==> src/rtl/core/i8mm_pkg.sv <==
// Shared types and constants for the int8 matrix multiply block.
package i8mm_pkg;

    // Request opcodes
    localparam logic [1:0] OP_WRITE_A = 2'd0;
    localparam logic [1:0] OP_WRITE_B = 2'd1;
    localparam logic [1:0] OP_QUERY   = 2'd2;

    // Result status codes
    localparam logic [1:0] STAT_OK       = 2'd0;
    localparam logic [1:0] STAT_DIM_MISM = 2'd1;
    localparam logic [1:0] STAT_RANGE    = 2'd2;

    // Configuration register indexes
    localparam logic [1:0] CFG_A_ROWS = 2'd0;
    localparam logic [1:0] CFG_A_COLS = 2'd1;
    localparam logic [1:0] CFG_B_ROWS = 2'd2;
    localparam logic [1:0] CFG_B_COLS = 2'd3;

    localparam int CNT_W       = 5;
    localparam int IDX_W       = 4;
    localparam int QUEUE_DEPTH = 2;

    typedef struct packed {
        logic [1:0]        opcode;
        logic [IDX_W-1:0]  row_index;
        logic [IDX_W-1:0]  col_index;
        logic signed [7:0] element_value;
    } req_t;

    typedef struct packed {
        logic signed [31:0] product_value;
        logic [1:0]         status;
    } res_t;

    typedef enum logic [1:0] {
        CMD_WR_A,
        CMD_WR_B,
        CMD_QUERY
    } cmd_t;

    // One classified request, as it travels from front to back
    typedef struct packed {
        cmd_t              cmd;
        logic [IDX_W-1:0]  row;
        logic [IDX_W-1:0]  col;
        logic [7:0]        value;
        logic [1:0]        status;
        logic [CNT_W-1:0]  inner_count;
    } entry_t;

endpackage

==> src/rtl/core/int8_matrix_multiply.sv <==
// Top level of the int8 matrix multiply block with 32-bit wrapping accumulation.
//
//  channel   direction  handshake          payload
//  req       in         req_valid/stall    opcode, row, column, element value
//  res       out        res_valid/stall    product value, status
//  cfg       in         cfg_valid/ready    register index, 5-bit count
//
//  Element writes retire at one per cycle through the back end while no query is in progress.
//  An accepted query is processed by the single multiply-accumulate
//  lane, fed by one read port on each store.
//  A refused query, or one with an empty inner dimension, goes straight to the result.
//  The stores are not cleared by reset.
//  A two-entry queue lets requests arrive while the back end stalls on res.
module int8_matrix_multiply #(
    parameter int MAX_DIM = 16
) (
    input  logic                        clk,
    input  logic                        rst_n,
    input  logic                        req_valid,
    output logic                        req_stall,
    input  i8mm_pkg::req_t              req_data,
    output logic                        res_valid,
    input  logic                        res_stall,
    output i8mm_pkg::res_t              res_data,
    input  logic                        cfg_valid,
    output logic                        cfg_ready,
    input  logic [1:0]                  cfg_index,
    input  logic [i8mm_pkg::CNT_W-1:0]  cfg_data
);

    logic             push;
    logic             pop;
    logic             q_full;
    logic             q_empty;
    i8mm_pkg::entry_t push_entry;
    i8mm_pkg::entry_t head;

    assign cfg_ready = 1'b1;

    i8mm_front #(
        .MAX_DIM (MAX_DIM)
    ) u_front (
        .clk        (clk),
        .rst_n      (rst_n),
        .req_valid  (req_valid),
        .req_data   (req_data),
        .cfg_valid  (cfg_valid),
        .cfg_index  (cfg_index),
        .cfg_data   (cfg_data),
        .q_full     (q_full),
        .req_stall  (req_stall),
        .push       (push),
        .push_entry (push_entry)
    );

    i8mm_queue u_queue (
        .clk        (clk),
        .rst_n      (rst_n),
        .push       (push),
        .push_entry (push_entry),
        .pop        (pop),
        .head       (head),
        .empty      (q_empty),
        .full       (q_full)
    );

    i8mm_back #(
        .MAX_DIM (MAX_DIM)
    ) u_back (
        .clk       (clk),
        .rst_n     (rst_n),
        .head      (head),
        .q_empty   (q_empty),
        .pop       (pop),
        .res_valid (res_valid),
        .res_stall (res_stall),
        .res_data  (res_data)
    );

endmodule

==> src/rtl/core/i8mm_front.sv <==
// Front end: configuration registers and request classification.
module i8mm_front #(
    parameter int MAX_DIM = 16
) (
    input  logic                        clk,
    input  logic                        rst_n,
    input  logic                        req_valid,
    input  i8mm_pkg::req_t              req_data,
    input  logic                        cfg_valid,
    input  logic [1:0]                  cfg_index,
    input  logic [i8mm_pkg::CNT_W-1:0]  cfg_data,
    input  logic                        q_full,
    output logic                        req_stall,
    output logic                        push,
    output i8mm_pkg::entry_t            push_entry
);

    logic [i8mm_pkg::CNT_W-1:0] a_rows_reg;
    logic [i8mm_pkg::CNT_W-1:0] a_cols_reg;
    logic [i8mm_pkg::CNT_W-1:0] b_rows_reg;
    logic [i8mm_pkg::CNT_W-1:0] b_cols_reg;
    logic [i8mm_pkg::CNT_W-1:0] ar;
    logic [i8mm_pkg::CNT_W-1:0] ac;
    logic [i8mm_pkg::CNT_W-1:0] br;
    logic [i8mm_pkg::CNT_W-1:0] bc;
    logic                       in_store;
    logic                       keep;

    // Saturate a count to the store dimension
    function automatic logic [i8mm_pkg::CNT_W-1:0] clamp_count(
        input logic [i8mm_pkg::CNT_W-1:0] v
    );
        logic [i8mm_pkg::CNT_W-1:0] r;
        r = v;
        if (32'(v) > MAX_DIM)
        begin
            r = i8mm_pkg::CNT_W'(MAX_DIM);
        end
        return r;
    endfunction

    // Configuration registers, written on every valid configuration write
    always_ff @(posedge clk or negedge rst_n)
    begin
        if (!rst_n)
        begin
            a_rows_reg <= i8mm_pkg::CNT_W'(16);
            a_cols_reg <= i8mm_pkg::CNT_W'(16);
            b_rows_reg <= i8mm_pkg::CNT_W'(16);
            b_cols_reg <= i8mm_pkg::CNT_W'(16);
        end
        else if (cfg_valid)
        begin
            case (cfg_index)
                i8mm_pkg::CFG_A_ROWS: a_rows_reg <= cfg_data;
                i8mm_pkg::CFG_A_COLS: a_cols_reg <= cfg_data;
                i8mm_pkg::CFG_B_ROWS: b_rows_reg <= cfg_data;
                i8mm_pkg::CFG_B_COLS: b_cols_reg <= cfg_data;
                default: ;
            endcase
        end
    end

    assign ar = clamp_count(a_rows_reg);
    assign ac = clamp_count(a_cols_reg);
    assign br = clamp_count(b_rows_reg);
    assign bc = clamp_count(b_cols_reg);

    assign in_store = (32'(req_data.row_index) < MAX_DIM)
                   && (32'(req_data.col_index) < MAX_DIM);

    // Classify the request and work out the query status up front
    always_comb
    begin
        keep                   = 1'b0;
        push_entry.cmd         = i8mm_pkg::CMD_QUERY;
        push_entry.row         = req_data.row_index;
        push_entry.col         = req_data.col_index;
        push_entry.value       = req_data.element_value;
        push_entry.status      = i8mm_pkg::STAT_OK;
        push_entry.inner_count = ac;
        case (req_data.opcode)
            i8mm_pkg::OP_WRITE_A:
            begin
                keep           = in_store;
                push_entry.cmd = i8mm_pkg::CMD_WR_A;
            end
            i8mm_pkg::OP_WRITE_B:
            begin
                keep           = in_store;
                push_entry.cmd = i8mm_pkg::CMD_WR_B;
            end
            i8mm_pkg::OP_QUERY:
            begin
                keep = 1'b1;
                if (ac != br)
                begin
                    push_entry.status = i8mm_pkg::STAT_DIM_MISM;
                end
                else if ((i8mm_pkg::CNT_W'(req_data.row_index) >= ar)
                      || (i8mm_pkg::CNT_W'(req_data.col_index) >= bc))
                begin
                    push_entry.status = i8mm_pkg::STAT_RANGE;
                end
            end
            default: keep = 1'b0;
        endcase
    end

    // Hold requests while the queue is full; drop ignored ones
    assign req_stall = q_full;
    assign push      = req_valid && !q_full && keep;

endmodule

==> src/rtl/core/i8mm_queue.sv <==
// Short queue of classified requests between front and back.
module i8mm_queue (
    input  logic              clk,
    input  logic              rst_n,
    input  logic              push,
    input  i8mm_pkg::entry_t  push_entry,
    input  logic              pop,
    output i8mm_pkg::entry_t  head,
    output logic              empty,
    output logic              full
);

    localparam int PTR_W = (i8mm_pkg::QUEUE_DEPTH > 1) ? $clog2(i8mm_pkg::QUEUE_DEPTH) : 1;
    localparam int CNT_W = $clog2(i8mm_pkg::QUEUE_DEPTH + 1);

    i8mm_pkg::entry_t slot_reg [i8mm_pkg::QUEUE_DEPTH];
    logic [PTR_W-1:0] wr_ptr_reg;
    logic [PTR_W-1:0] rd_ptr_reg;
    logic [CNT_W-1:0] fill_reg;
    logic             do_push;
    logic             do_pop;

    assign empty   = (fill_reg == '0);
    assign full    = (fill_reg == CNT_W'(i8mm_pkg::QUEUE_DEPTH));
    assign do_push = push && !full;
    assign do_pop  = pop && !empty;
    assign head    = slot_reg[rd_ptr_reg];

    // Store the pushed entry
    always_ff @(posedge clk)
    begin
        if (do_push)
        begin
            slot_reg[wr_ptr_reg] <= push_entry;
        end
    end

    // Advance pointers and fill count
    always_ff @(posedge clk or negedge rst_n)
    begin
        if (!rst_n)
        begin
            wr_ptr_reg <= '0;
            rd_ptr_reg <= '0;
            fill_reg   <= '0;
        end
        else
        begin
            if (do_push)
            begin
                wr_ptr_reg <= (32'(wr_ptr_reg) == i8mm_pkg::QUEUE_DEPTH - 1)
                            ? '0 : wr_ptr_reg + 1'b1;
            end
            if (do_pop)
            begin
                rd_ptr_reg <= (32'(rd_ptr_reg) == i8mm_pkg::QUEUE_DEPTH - 1)
                            ? '0 : rd_ptr_reg + 1'b1;
            end
            if (do_push && !do_pop)
            begin
                fill_reg <= fill_reg + 1'b1;
            end
            else if (do_pop && !do_push)
            begin
                fill_reg <= fill_reg - 1'b1;
            end
        end
    end

endmodule

==> src/rtl/core/i8mm_back.sv <==
// Back end: matrix stores, multiply-accumulate loop and result register.
module i8mm_back #(
    parameter int MAX_DIM = 16
) (
    input  logic              clk,
    input  logic              rst_n,
    input  i8mm_pkg::entry_t  head,
    input  logic              q_empty,
    output logic              pop,
    output logic              res_valid,
    input  logic              res_stall,
    output i8mm_pkg::res_t    res_data
);

    localparam int DEPTH  = MAX_DIM * MAX_DIM;
    localparam int ADDR_W = (DEPTH > 1) ? $clog2(DEPTH) : 1;

    typedef enum logic [3:0] {
        S_IDLE = 4'b0001,
        S_RUN  = 4'b0010,
        S_WAIT = 4'b0100,
        S_DONE = 4'b1000
    } state_t;

    state_t state_reg, state_next;

    logic [7:0] a_mem [DEPTH];
    logic [7:0] b_mem [DEPTH];

    logic [i8mm_pkg::IDX_W-1:0] row_reg;
    logic [i8mm_pkg::IDX_W-1:0] col_reg;
    logic [i8mm_pkg::CNT_W-1:0] count_reg;
    logic [i8mm_pkg::CNT_W-1:0] k_reg;
    logic [1:0]                 status_reg;
    logic [31:0]                acc_reg;
    logic signed [7:0]          a_q_reg;
    logic signed [7:0]          b_q_reg;
    logic                       rd_vld_reg;
    logic                       rd_last_reg;
    logic signed [15:0]         prod_reg;
    logic                       prod_vld_reg;
    logic                       prod_last_reg;
    logic                       res_valid_reg;
    i8mm_pkg::res_t             res_data_reg;

    logic              we_a;
    logic              we_b;
    logic [ADDR_W-1:0] wr_addr;
    logic [ADDR_W-1:0] a_rd_addr;
    logic [ADDR_W-1:0] b_rd_addr;
    logic              issue;
    logic              issue_last;
    logic              slot_free;
    logic              load_res;

    // Take a new entry only between operations
    assign pop        = (state_reg == S_IDLE) && !q_empty;
    assign we_a       = pop && (head.cmd == i8mm_pkg::CMD_WR_A);
    assign we_b       = pop && (head.cmd == i8mm_pkg::CMD_WR_B);
    assign wr_addr    = ADDR_W'(32'(head.row) * MAX_DIM + 32'(head.col));
    assign a_rd_addr  = ADDR_W'(32'(row_reg) * MAX_DIM + 32'(k_reg));
    assign b_rd_addr  = ADDR_W'(32'(k_reg) * MAX_DIM + 32'(col_reg));
    assign issue      = (state_reg == S_RUN);
    assign issue_last = issue && (k_reg == count_reg - 1'b1);
    assign slot_free  = !res_valid_reg || !res_stall;
    assign load_res   = (state_reg == S_DONE) && slot_free;

    // Matrix stores: one write and one registered read each
    always_ff @(posedge clk)
    begin
        if (we_a)
        begin
            a_mem[wr_addr] <= head.value;
        end
        if (we_b)
        begin
            b_mem[wr_addr] <= head.value;
        end
        a_q_reg <= a_mem[a_rd_addr];
        b_q_reg <= b_mem[b_rd_addr];
    end

    // Sequence the query loop; a refused query or an empty inner dimension goes straight to the result
    always_comb
    begin
        state_next = state_reg;
        case (state_reg)
            S_IDLE:
            begin
                if (pop && (head.cmd == i8mm_pkg::CMD_QUERY))
                begin
                    state_next = ((head.status == i8mm_pkg::STAT_OK)
                                  && (head.inner_count != '0)) ? S_RUN : S_DONE;
                end
            end
            S_RUN:
            begin
                if (issue_last)
                begin
                    state_next = S_WAIT;
                end
            end
            S_WAIT:
            begin
                if (prod_vld_reg && prod_last_reg)
                begin
                    state_next = S_DONE;
                end
            end
            S_DONE:
            begin
                if (slot_free)
                begin
                    state_next = S_IDLE;
                end
            end
            default: state_next = S_IDLE;
        endcase
    end

    // Control state and pipeline valids
    always_ff @(posedge clk or negedge rst_n)
    begin
        if (!rst_n)
        begin
            state_reg     <= S_IDLE;
            rd_vld_reg    <= 1'b0;
            rd_last_reg   <= 1'b0;
            prod_vld_reg  <= 1'b0;
            prod_last_reg <= 1'b0;
            res_valid_reg <= 1'b0;
        end
        else
        begin
            state_reg     <= state_next;
            rd_vld_reg    <= issue;
            rd_last_reg   <= issue_last;
            prod_vld_reg  <= rd_vld_reg;
            prod_last_reg <= rd_last_reg;
            if (load_res)
            begin
                res_valid_reg <= 1'b1;
            end
            else if (!res_stall)
            begin
                res_valid_reg <= 1'b0;
            end
        end
    end

    // Latch the query, step the index, multiply and accumulate
    always_ff @(posedge clk)
    begin
        if (pop && (head.cmd == i8mm_pkg::CMD_QUERY))
        begin
            row_reg    <= head.row;
            col_reg    <= head.col;
            count_reg  <= head.inner_count;
            status_reg <= head.status;
            k_reg      <= '0;
            acc_reg    <= '0;
        end
        else
        begin
            if (issue)
            begin
                k_reg <= k_reg + 1'b1;
            end
            if (prod_vld_reg)
            begin
                acc_reg <= acc_reg + {{16{prod_reg[15]}}, prod_reg};
            end
        end
        prod_reg <= a_q_reg * b_q_reg;
        if (load_res)
        begin
            res_data_reg.product_value <= acc_reg;
            res_data_reg.status        <= status_reg;
        end
    end

    assign res_valid = res_valid_reg;
    assign res_data  = res_data_reg;

    // The loop index never reaches the bound while reads are issued
    a_k_bound: assert property (@(posedge clk) disable iff (!rst_n)
        (state_reg == S_RUN) |-> (k_reg < count_reg))
        else $error("loop index past inner count");

    // The last product lands just before the result is offered
    a_last_done: assert property (@(posedge clk) disable iff (!rst_n)
        (prod_vld_reg && prod_last_reg) |=> (state_reg == S_DONE))
        else $error("last product did not finish the query");

    // No new entry is taken while a query is in flight
    a_pop_idle: assert property (@(posedge clk) disable iff (!rst_n)
        (rd_vld_reg || prod_vld_reg) |-> !pop)
        else $error("entry popped during a query");

endmodule

==> config.mk <==
export PLATFORM = sky130hd
export DESIGN_NAME = int8_matrix_multiply
export DESIGN_NICKNAME = d
export VERILOG_FILES = /design/src/rtl/core/i8mm_pkg.sv /design/src/rtl/core/int8_matrix_multiply.sv /design/src/rtl/core/i8mm_front.sv /design/src/rtl/core/i8mm_queue.sv /design/src/rtl/core/i8mm_back.sv
export SDC_FILE = /design/constraint.sdc
export NUM_CORES = 2
export LEC_CHECK = 0
export ABC_CLOCK_PERIOD_IN_PS = 11400
export BUFFER_PORTS_ARGS = -buffer_cell sky130_fd_sc_hd__buf_4
export CAP_MARGIN = 20
export CORE_MARGIN = 4
export CORE_UTILIZATION = 60
export CTS_BUF_LIST = sky130_fd_sc_hd__clkbuf_4 sky130_fd_sc_hd__clkbuf_8 sky130_fd_sc_hd__clkbuf_16
export DETAILED_ROUTE_END_ITERATION = 8
export PLACE_DENSITY = 0.83
export SYNTH_ARGS = -nofsm -noshare
export SYNTH_HDL_FRONTEND = slang
export SYNTH_MEMORY_MAX_BITS = 65536
export SYNTH_SLANG_ARGS = --single-unit
==> constraint.sdc <==
create_clock -name clk -period 11.4 [get_ports clk]
set_clock_uncertainty 0.2 [all_clocks]
set_input_delay 0.57 -clock clk [delete_from_list [all_inputs] [get_ports clk]]
set_output_delay 0.57 -clock clk [all_outputs]
set_load 0.02 [all_outputs]
### Word level (Yosys, flattened, before mapping)

Memory sizes are Yosys's and may differ from the RTL's. A register that Yosys moved wholly into a read port is not among the register bits.
Cells that the tools add are included.

* word-level logic and storage cells: 123
* input bits: 30
* bits in registers: 135
* memory bits (writable): 4146
* memories: 3

* muxes and demuxes: 27
* add/subtract/negate cells: 10
* order comparisons: 6
* reduce and logical (&&, ||, !) cells: 35
* multipliers: 1
* equality and inequality tests: 19

Memory list
* u_back.a_mem: depth 256, bits a word 8, rd ports 1, clocked after memory_dff 1, wr ports 1, line i8mm_back.sv:27 `logic [7:0] a_mem [DEPTH];`
* u_back.b_mem: depth 256, bits a word 8, rd ports 1, clocked after memory_dff 1, wr ports 1, line i8mm_back.sv:28 `logic [7:0] b_mem [DEPTH];`
* u_queue.slot_reg: depth 2, bits a word 25, rd ports 1, clocked after memory_dff 0, wr ports 1, line i8mm_queue.sv:16 `i8mm_pkg::entry_t slot_reg [i8mm_pkg::QUEUE_DEPTH];`

Operators with widths (count)
* adder 32 bit: 1
* > comparator 5 bit (second input constant): 4
* 2-to-1 mux 4 bit: 5
* 2-to-1 mux 5 bit: 4
* adder 8 x 4 -> 8 bit: 2
* multiplier 8 x 8 -> 16 bit: 1
* case mux 4 bit (4 select lines): 1
* logical AND 1 bit: 14
* 2-to-1 mux 1 bit: 11
* equality test 2 bit (second input constant): 5
* greater-or-equal comparator 4 x 5 -> 1 bit: 2
* zero test 2 bit: 5
* 2-to-1 mux 2 bit: 5
* adder 8 x 5 -> 8 bit: 1
* AND reduction 2 bit: 4
* equality test 2 x 1 -> 1 bit (second input constant): 3
* zero test 1 bit: 6
* inequality test 2 x 1 -> 1 bit (second input constant): 3
* adder 5 x 1 -> 5 bit (second input constant): 1
* equality test 5 bit: 1
* inequality test 5 bit: 1
* nonzero test 5 bit: 1
* subtractor 5 x 1 -> 5 bit (second input constant): 1
* equality test 4 x 1 -> 1 bit (second input constant): 1
* other kinds (12): 15

### Depth between registers and ports, before layout

* depth after elaboration: 9
* depth in mapped cells: 18
* gate-level depth less buffers: 18

### Modules after synthesis

From an unflattened synthesis, not the netlist that was laid out.

* cells, all modules: 7689
* area, all modules: 169268.6 µm²

Modules (own cells, without submodules)
* i8mm_back: times used 1, sequential area each 126077.2 µm², cells an instance 7479, area an instance 165876.6 µm²
* i8mm_queue: times used 1, sequential area each 1601.5 µm², cells an instance 97, area an instance 2102.0 µm²
* i8mm_front: times used 1, sequential area each 505.5 µm², cells an instance 111, area an instance 1278.7 µm²
* int8_matrix_multiply: times used 1, sequential area each 0.0 µm², cells an instance 2, area an instance 11.3 µm²

### Worst setup path before layout

Ideal clock, no wire load.

* path kind: register -> register
* start point: register u_queue.rd_ptr_reg
* end point: memory u_back.a_mem[0][0], data pin
* setup time: 911 ps
* period minus slack after synthesis: 6033 ps
* stages on the path, launching flop included: 5
* arrival: 4922 ps
* setup slack: 5367 ps
* cells stage by stage: dfrtp_1 buf_1 buf_2 buf_1 mux2_2

RTL lines
* start, declared: line i8mm_queue.sv:18 `logic [PTR_W-1:0] rd_ptr_reg;`
* start signal, assigned: line i8mm_queue.sv:56 `rd_ptr_reg <= (32'(rd_ptr_reg) == i8mm_pkg::QUEUE_DEPTH - 1)`
* end, declared: line i8mm_back.sv:27

### Final worst setup path

* start point: register u_back.k_reg[1] (netlist bit)
* end point: register u_back.a_q_reg[6], read port of u_back.a_mem

* word-level cells in the longest chain between the ends: 1

Ends and longest elaborated chain
* start, declared: line i8mm_back.sv:33 `logic [i8mm_pkg::CNT_W-1:0] k_reg;`
* start signal, assigned: line i8mm_back.sv:167 `k_reg <= k_reg + 1'b1;`
* adder 8 x 5 -> 8 bit: line i8mm_back.sv:61 `assign a_rd_addr = ADDR_W'(32'(row_reg) * MAX_DIM + 32'(k_reg));`
* end, declared: line i8mm_back.sv:36 `logic signed [7:0] a_q_reg;`

No other way between the ends.
A chain may end at the register's enable or synchronous reset.

==> impl_metrics.toml <==
[timing]
rsz0062_at_grt = "false"
fin_crit_ns = 5.43
slew_headroom_pct = -8.71
tightest_slew_ns = 1.63
hold_viol_final = 0
setup_viol = 0
slew_viol_final = 92
fin_tns_setup_ns = 0
max_freq_mhz = 184
hold_ws_ns = 0.155
finalWorstSetupSlack_ns = 5.97
fin_crit_sh_pct = 47.7

[final_layout]
fillers = 15506
final_common_cell = "edfxtp_1"
final_area_sq_um = 187000
layout_common_cells = "edfxtp_1, mux4_2, nor2_1"
seqCellArea_sq_um = 128000
multi_input_area_sq_um = 39000
drive_gt1_share_pct = 27.4
finalNonFillerCells = 11901
nets = 7985
final_core_util_pct = 66.9
area_delta_synth_final_pct = 10.8

[pwr]
p_per_area_nw_per_um2 = 247
switching_share_pct = 31.6
vdd_drop_max_uv = 811
clockPowerShare_pct = 29.5
finalPower_mw = 46.4
p_int_mw = 31.7
switching_power_mw = 14.7
power_frac_comb_pct = 28.0
seqPwrFrac_pct = 42.6
p_leak_nw = 57.9

[detailed_routing]
wire_per_inst_microns = 40.5
dr.pass1.iters = 6
drcViolationCount = 0
ant_nets = 0
via_per_inst = 7.36
drtIter0Drc = 16133
vias = 87555
routed_wl_microns = 482000

[synthesis]
async_reset_ff_share_pct = 0.768
ys_seq_area_share_pct = 75.8
ys.flop_type = "edfxtp_1"
synth_cells = 7593
avgSynthCellArea_sq_um = 22.3
synth_nets = 7752
synth-seq-cells = 4297
ys_types = 68
synth_edf_count = 4195
ys_warn_count = 0
mappedNetlistArea_sq_um = 169000

[clock_network]
clockBufferDepth = 4
clk_latency_ns = 0.96
tritoncts = "done"
clk_pin_slew_ns = 0.07
htreeDepth = 5
postCtsSetupBuffers = 0
clock-root-buffer = "clkbuf_16"
cts.sinks = 4297
cts_made_buffers = 401

[die]
rows = 194
io_pins = 67
fp.coreArea_sq_um = 280000
die_x_microns = 539
initial_core_util_pct = 60.4
die-area_sq_um = 291000
die_h_microns = 539

[worst_hold_path]
hold_path.class = "reg -> reg"

[placed_design]
port_buffers = 65
place_congestion = 0.849
dpl.cell_count = 11101
dpl.hpwl_microns = 233000
placed_cell_area_sq_um = 174000
pre_cts_slack_ns = 6.18

[global_routing]
grt_pass1_vias = 88914
grt.overflow.total = 0
grt_max_degree = 257
antenna_found_initial = 25
grt_usage_pct = 33.1
grt_first_pass_wirelength_microns = 686000

[worst_setup_path]
cp_num_buf_inv = 2
cp.depth = 7
required_ns = 11.87
critPathMostFrequentCell = "mux4_2"
path_class = "reg -> reg"
start_kind = "flip-flop"
r2r-start = "u_back.k_reg[1]$_SDFFE_PP0P_"
cp_slowest_cell = "buf_4"
cp_slowest_stage_delay_ns = 0.84
reg2reg_depth = 7
worstPathCellList = "buf_4 > buf_4 > mux4_2 > mux4_2 > mux4_2 > o22ai_1 > a211oi_1"
r2r_setup_slack_ns = 5.97
r2r_end = "u_back.a_q_reg[6]$_DFF_P_"
crit_end = "u_back.a_q_reg[6]$_DFF_P_"
crit_path_max_fanout = 64
end_kind = "flip-flop"
critical-path-top-delay-family = "multiplexers"
crit_start = "u_back.k_reg[1]$_SDFFE_PP0P_"
worst_ep_arrival_time_ns = 5.91

[run]
cap_violations = 0

[status]
violations = "max-slew violations"
status = "finished with violations"
[cell usage after synthesis, drive strengths merged (34+ instances only)]
| master | instances | area [sq um] |
|---|---|---|
| nor2 | 605 | 2270 |
| mux2 | 47 | 529 |
| a21oi | 60 | 300 |
| clkbuf | 190 | 713 |
| o21ai | 34 | 170 |
| nor3 | 34 | 170 |
| mux2i | 48 | 480 |
| buf | 210 | 1120 |
| fa | 56 | 1120 |
| dfxtp | 69 | 1380 |
| nand3 | 52 | 260 |
| ha | 73 | 913 |
| mux4 | 1316 | 29600 |
| and2 | 50 | 313 |
| nand2 | 126 | 473 |
| edfxtp | 4195 | 126000 |
| inv | 114 | 428 |
[timing repair]
action	in CTS	in global routing
resized for setup	0	0
endpoints found under the hold margin	103	0
hold buffers	36	0
[cells by family (layout without fill, tap and decap cells)]
group	count (synthesis)	after routing	share of synthesized area, %
AO/OA/AOI/OAI	224	224	0.861
XOR/XNOR	55	55	0.285
AND/OR/NAND/NOR	961	961	2.43
other	1	23	0.00222
adder cells (fa/ha/maj)	129	129	1.20
multiplexers	1411	1411	18.1
buffers and inverters	515	1077	1.34
flip-flops	4297	4297	75.8
[worst min-delay path by stage]
stage / from / to / slack, ns / depth (start not counted)
after floorplan: rst_n / u_back.prod_last_reg$_DFF_PN0_ / 0.07 / 0
after global placement: u_back.rd_last_reg$_DFF_PN0_ / u_back.prod_last_reg$_DFF_PN0_ / 0.13 / 0
after detailed placement: u_back.rd_vld_reg$_DFF_PN0_ / u_back.prod_vld_reg$_DFF_PN0_ / 0.14 / 0
after CTS: req_data[5] / u_queue.slot_reg[1][12]$_DFFE_PP_ / 0.12 / 2
after global routing: req_data[2] / u_queue.slot_reg[0][9]$_DFFE_PP_ / 0.17 / 2
final: u_back.rd_vld_reg$_DFF_PN0_ / u_back.prod_vld_reg$_DFF_PN0_ / 0.16 / 0
[power groups by stage]
stage	sequential [mW]	combinational, mW	clock, mW
4_1_cts	19.7	12.7	13.7
3_5_place_dp	20.0	12.2	0
5_1_grt	19.7	13.9	14.4
3_3_place_gp	20.0	11.8	0
2_1_floorplan	20.3	8.41	0
6_report	19.8	13.0	13.7
[routing by layer]
metal  track usage [%]  share of wire, %
met5                 0             0.020
met4              21.5               8.2
met3              7.12                12
met2              53.7                50
met1              41.0                31
[cell type report]
| cell class | count | area share (%) |
|---|---|---|
| Antenna cell | 22 | 0.0294 |
| Clock inverter | 236 | 1.08 |
| Inverter | 115 | 0.230 |
| Tap cell | 3724 | 2.49 |
| Clock buffer | 496 | 5.81 |
| Multi-Input combinational cell | 2781 | 20.8 |
| Sequential cell | 4297 | 68.4 |
| Timing Repair Buffer | 230 | 1.18 |
(Power assumes the default switching activity.)
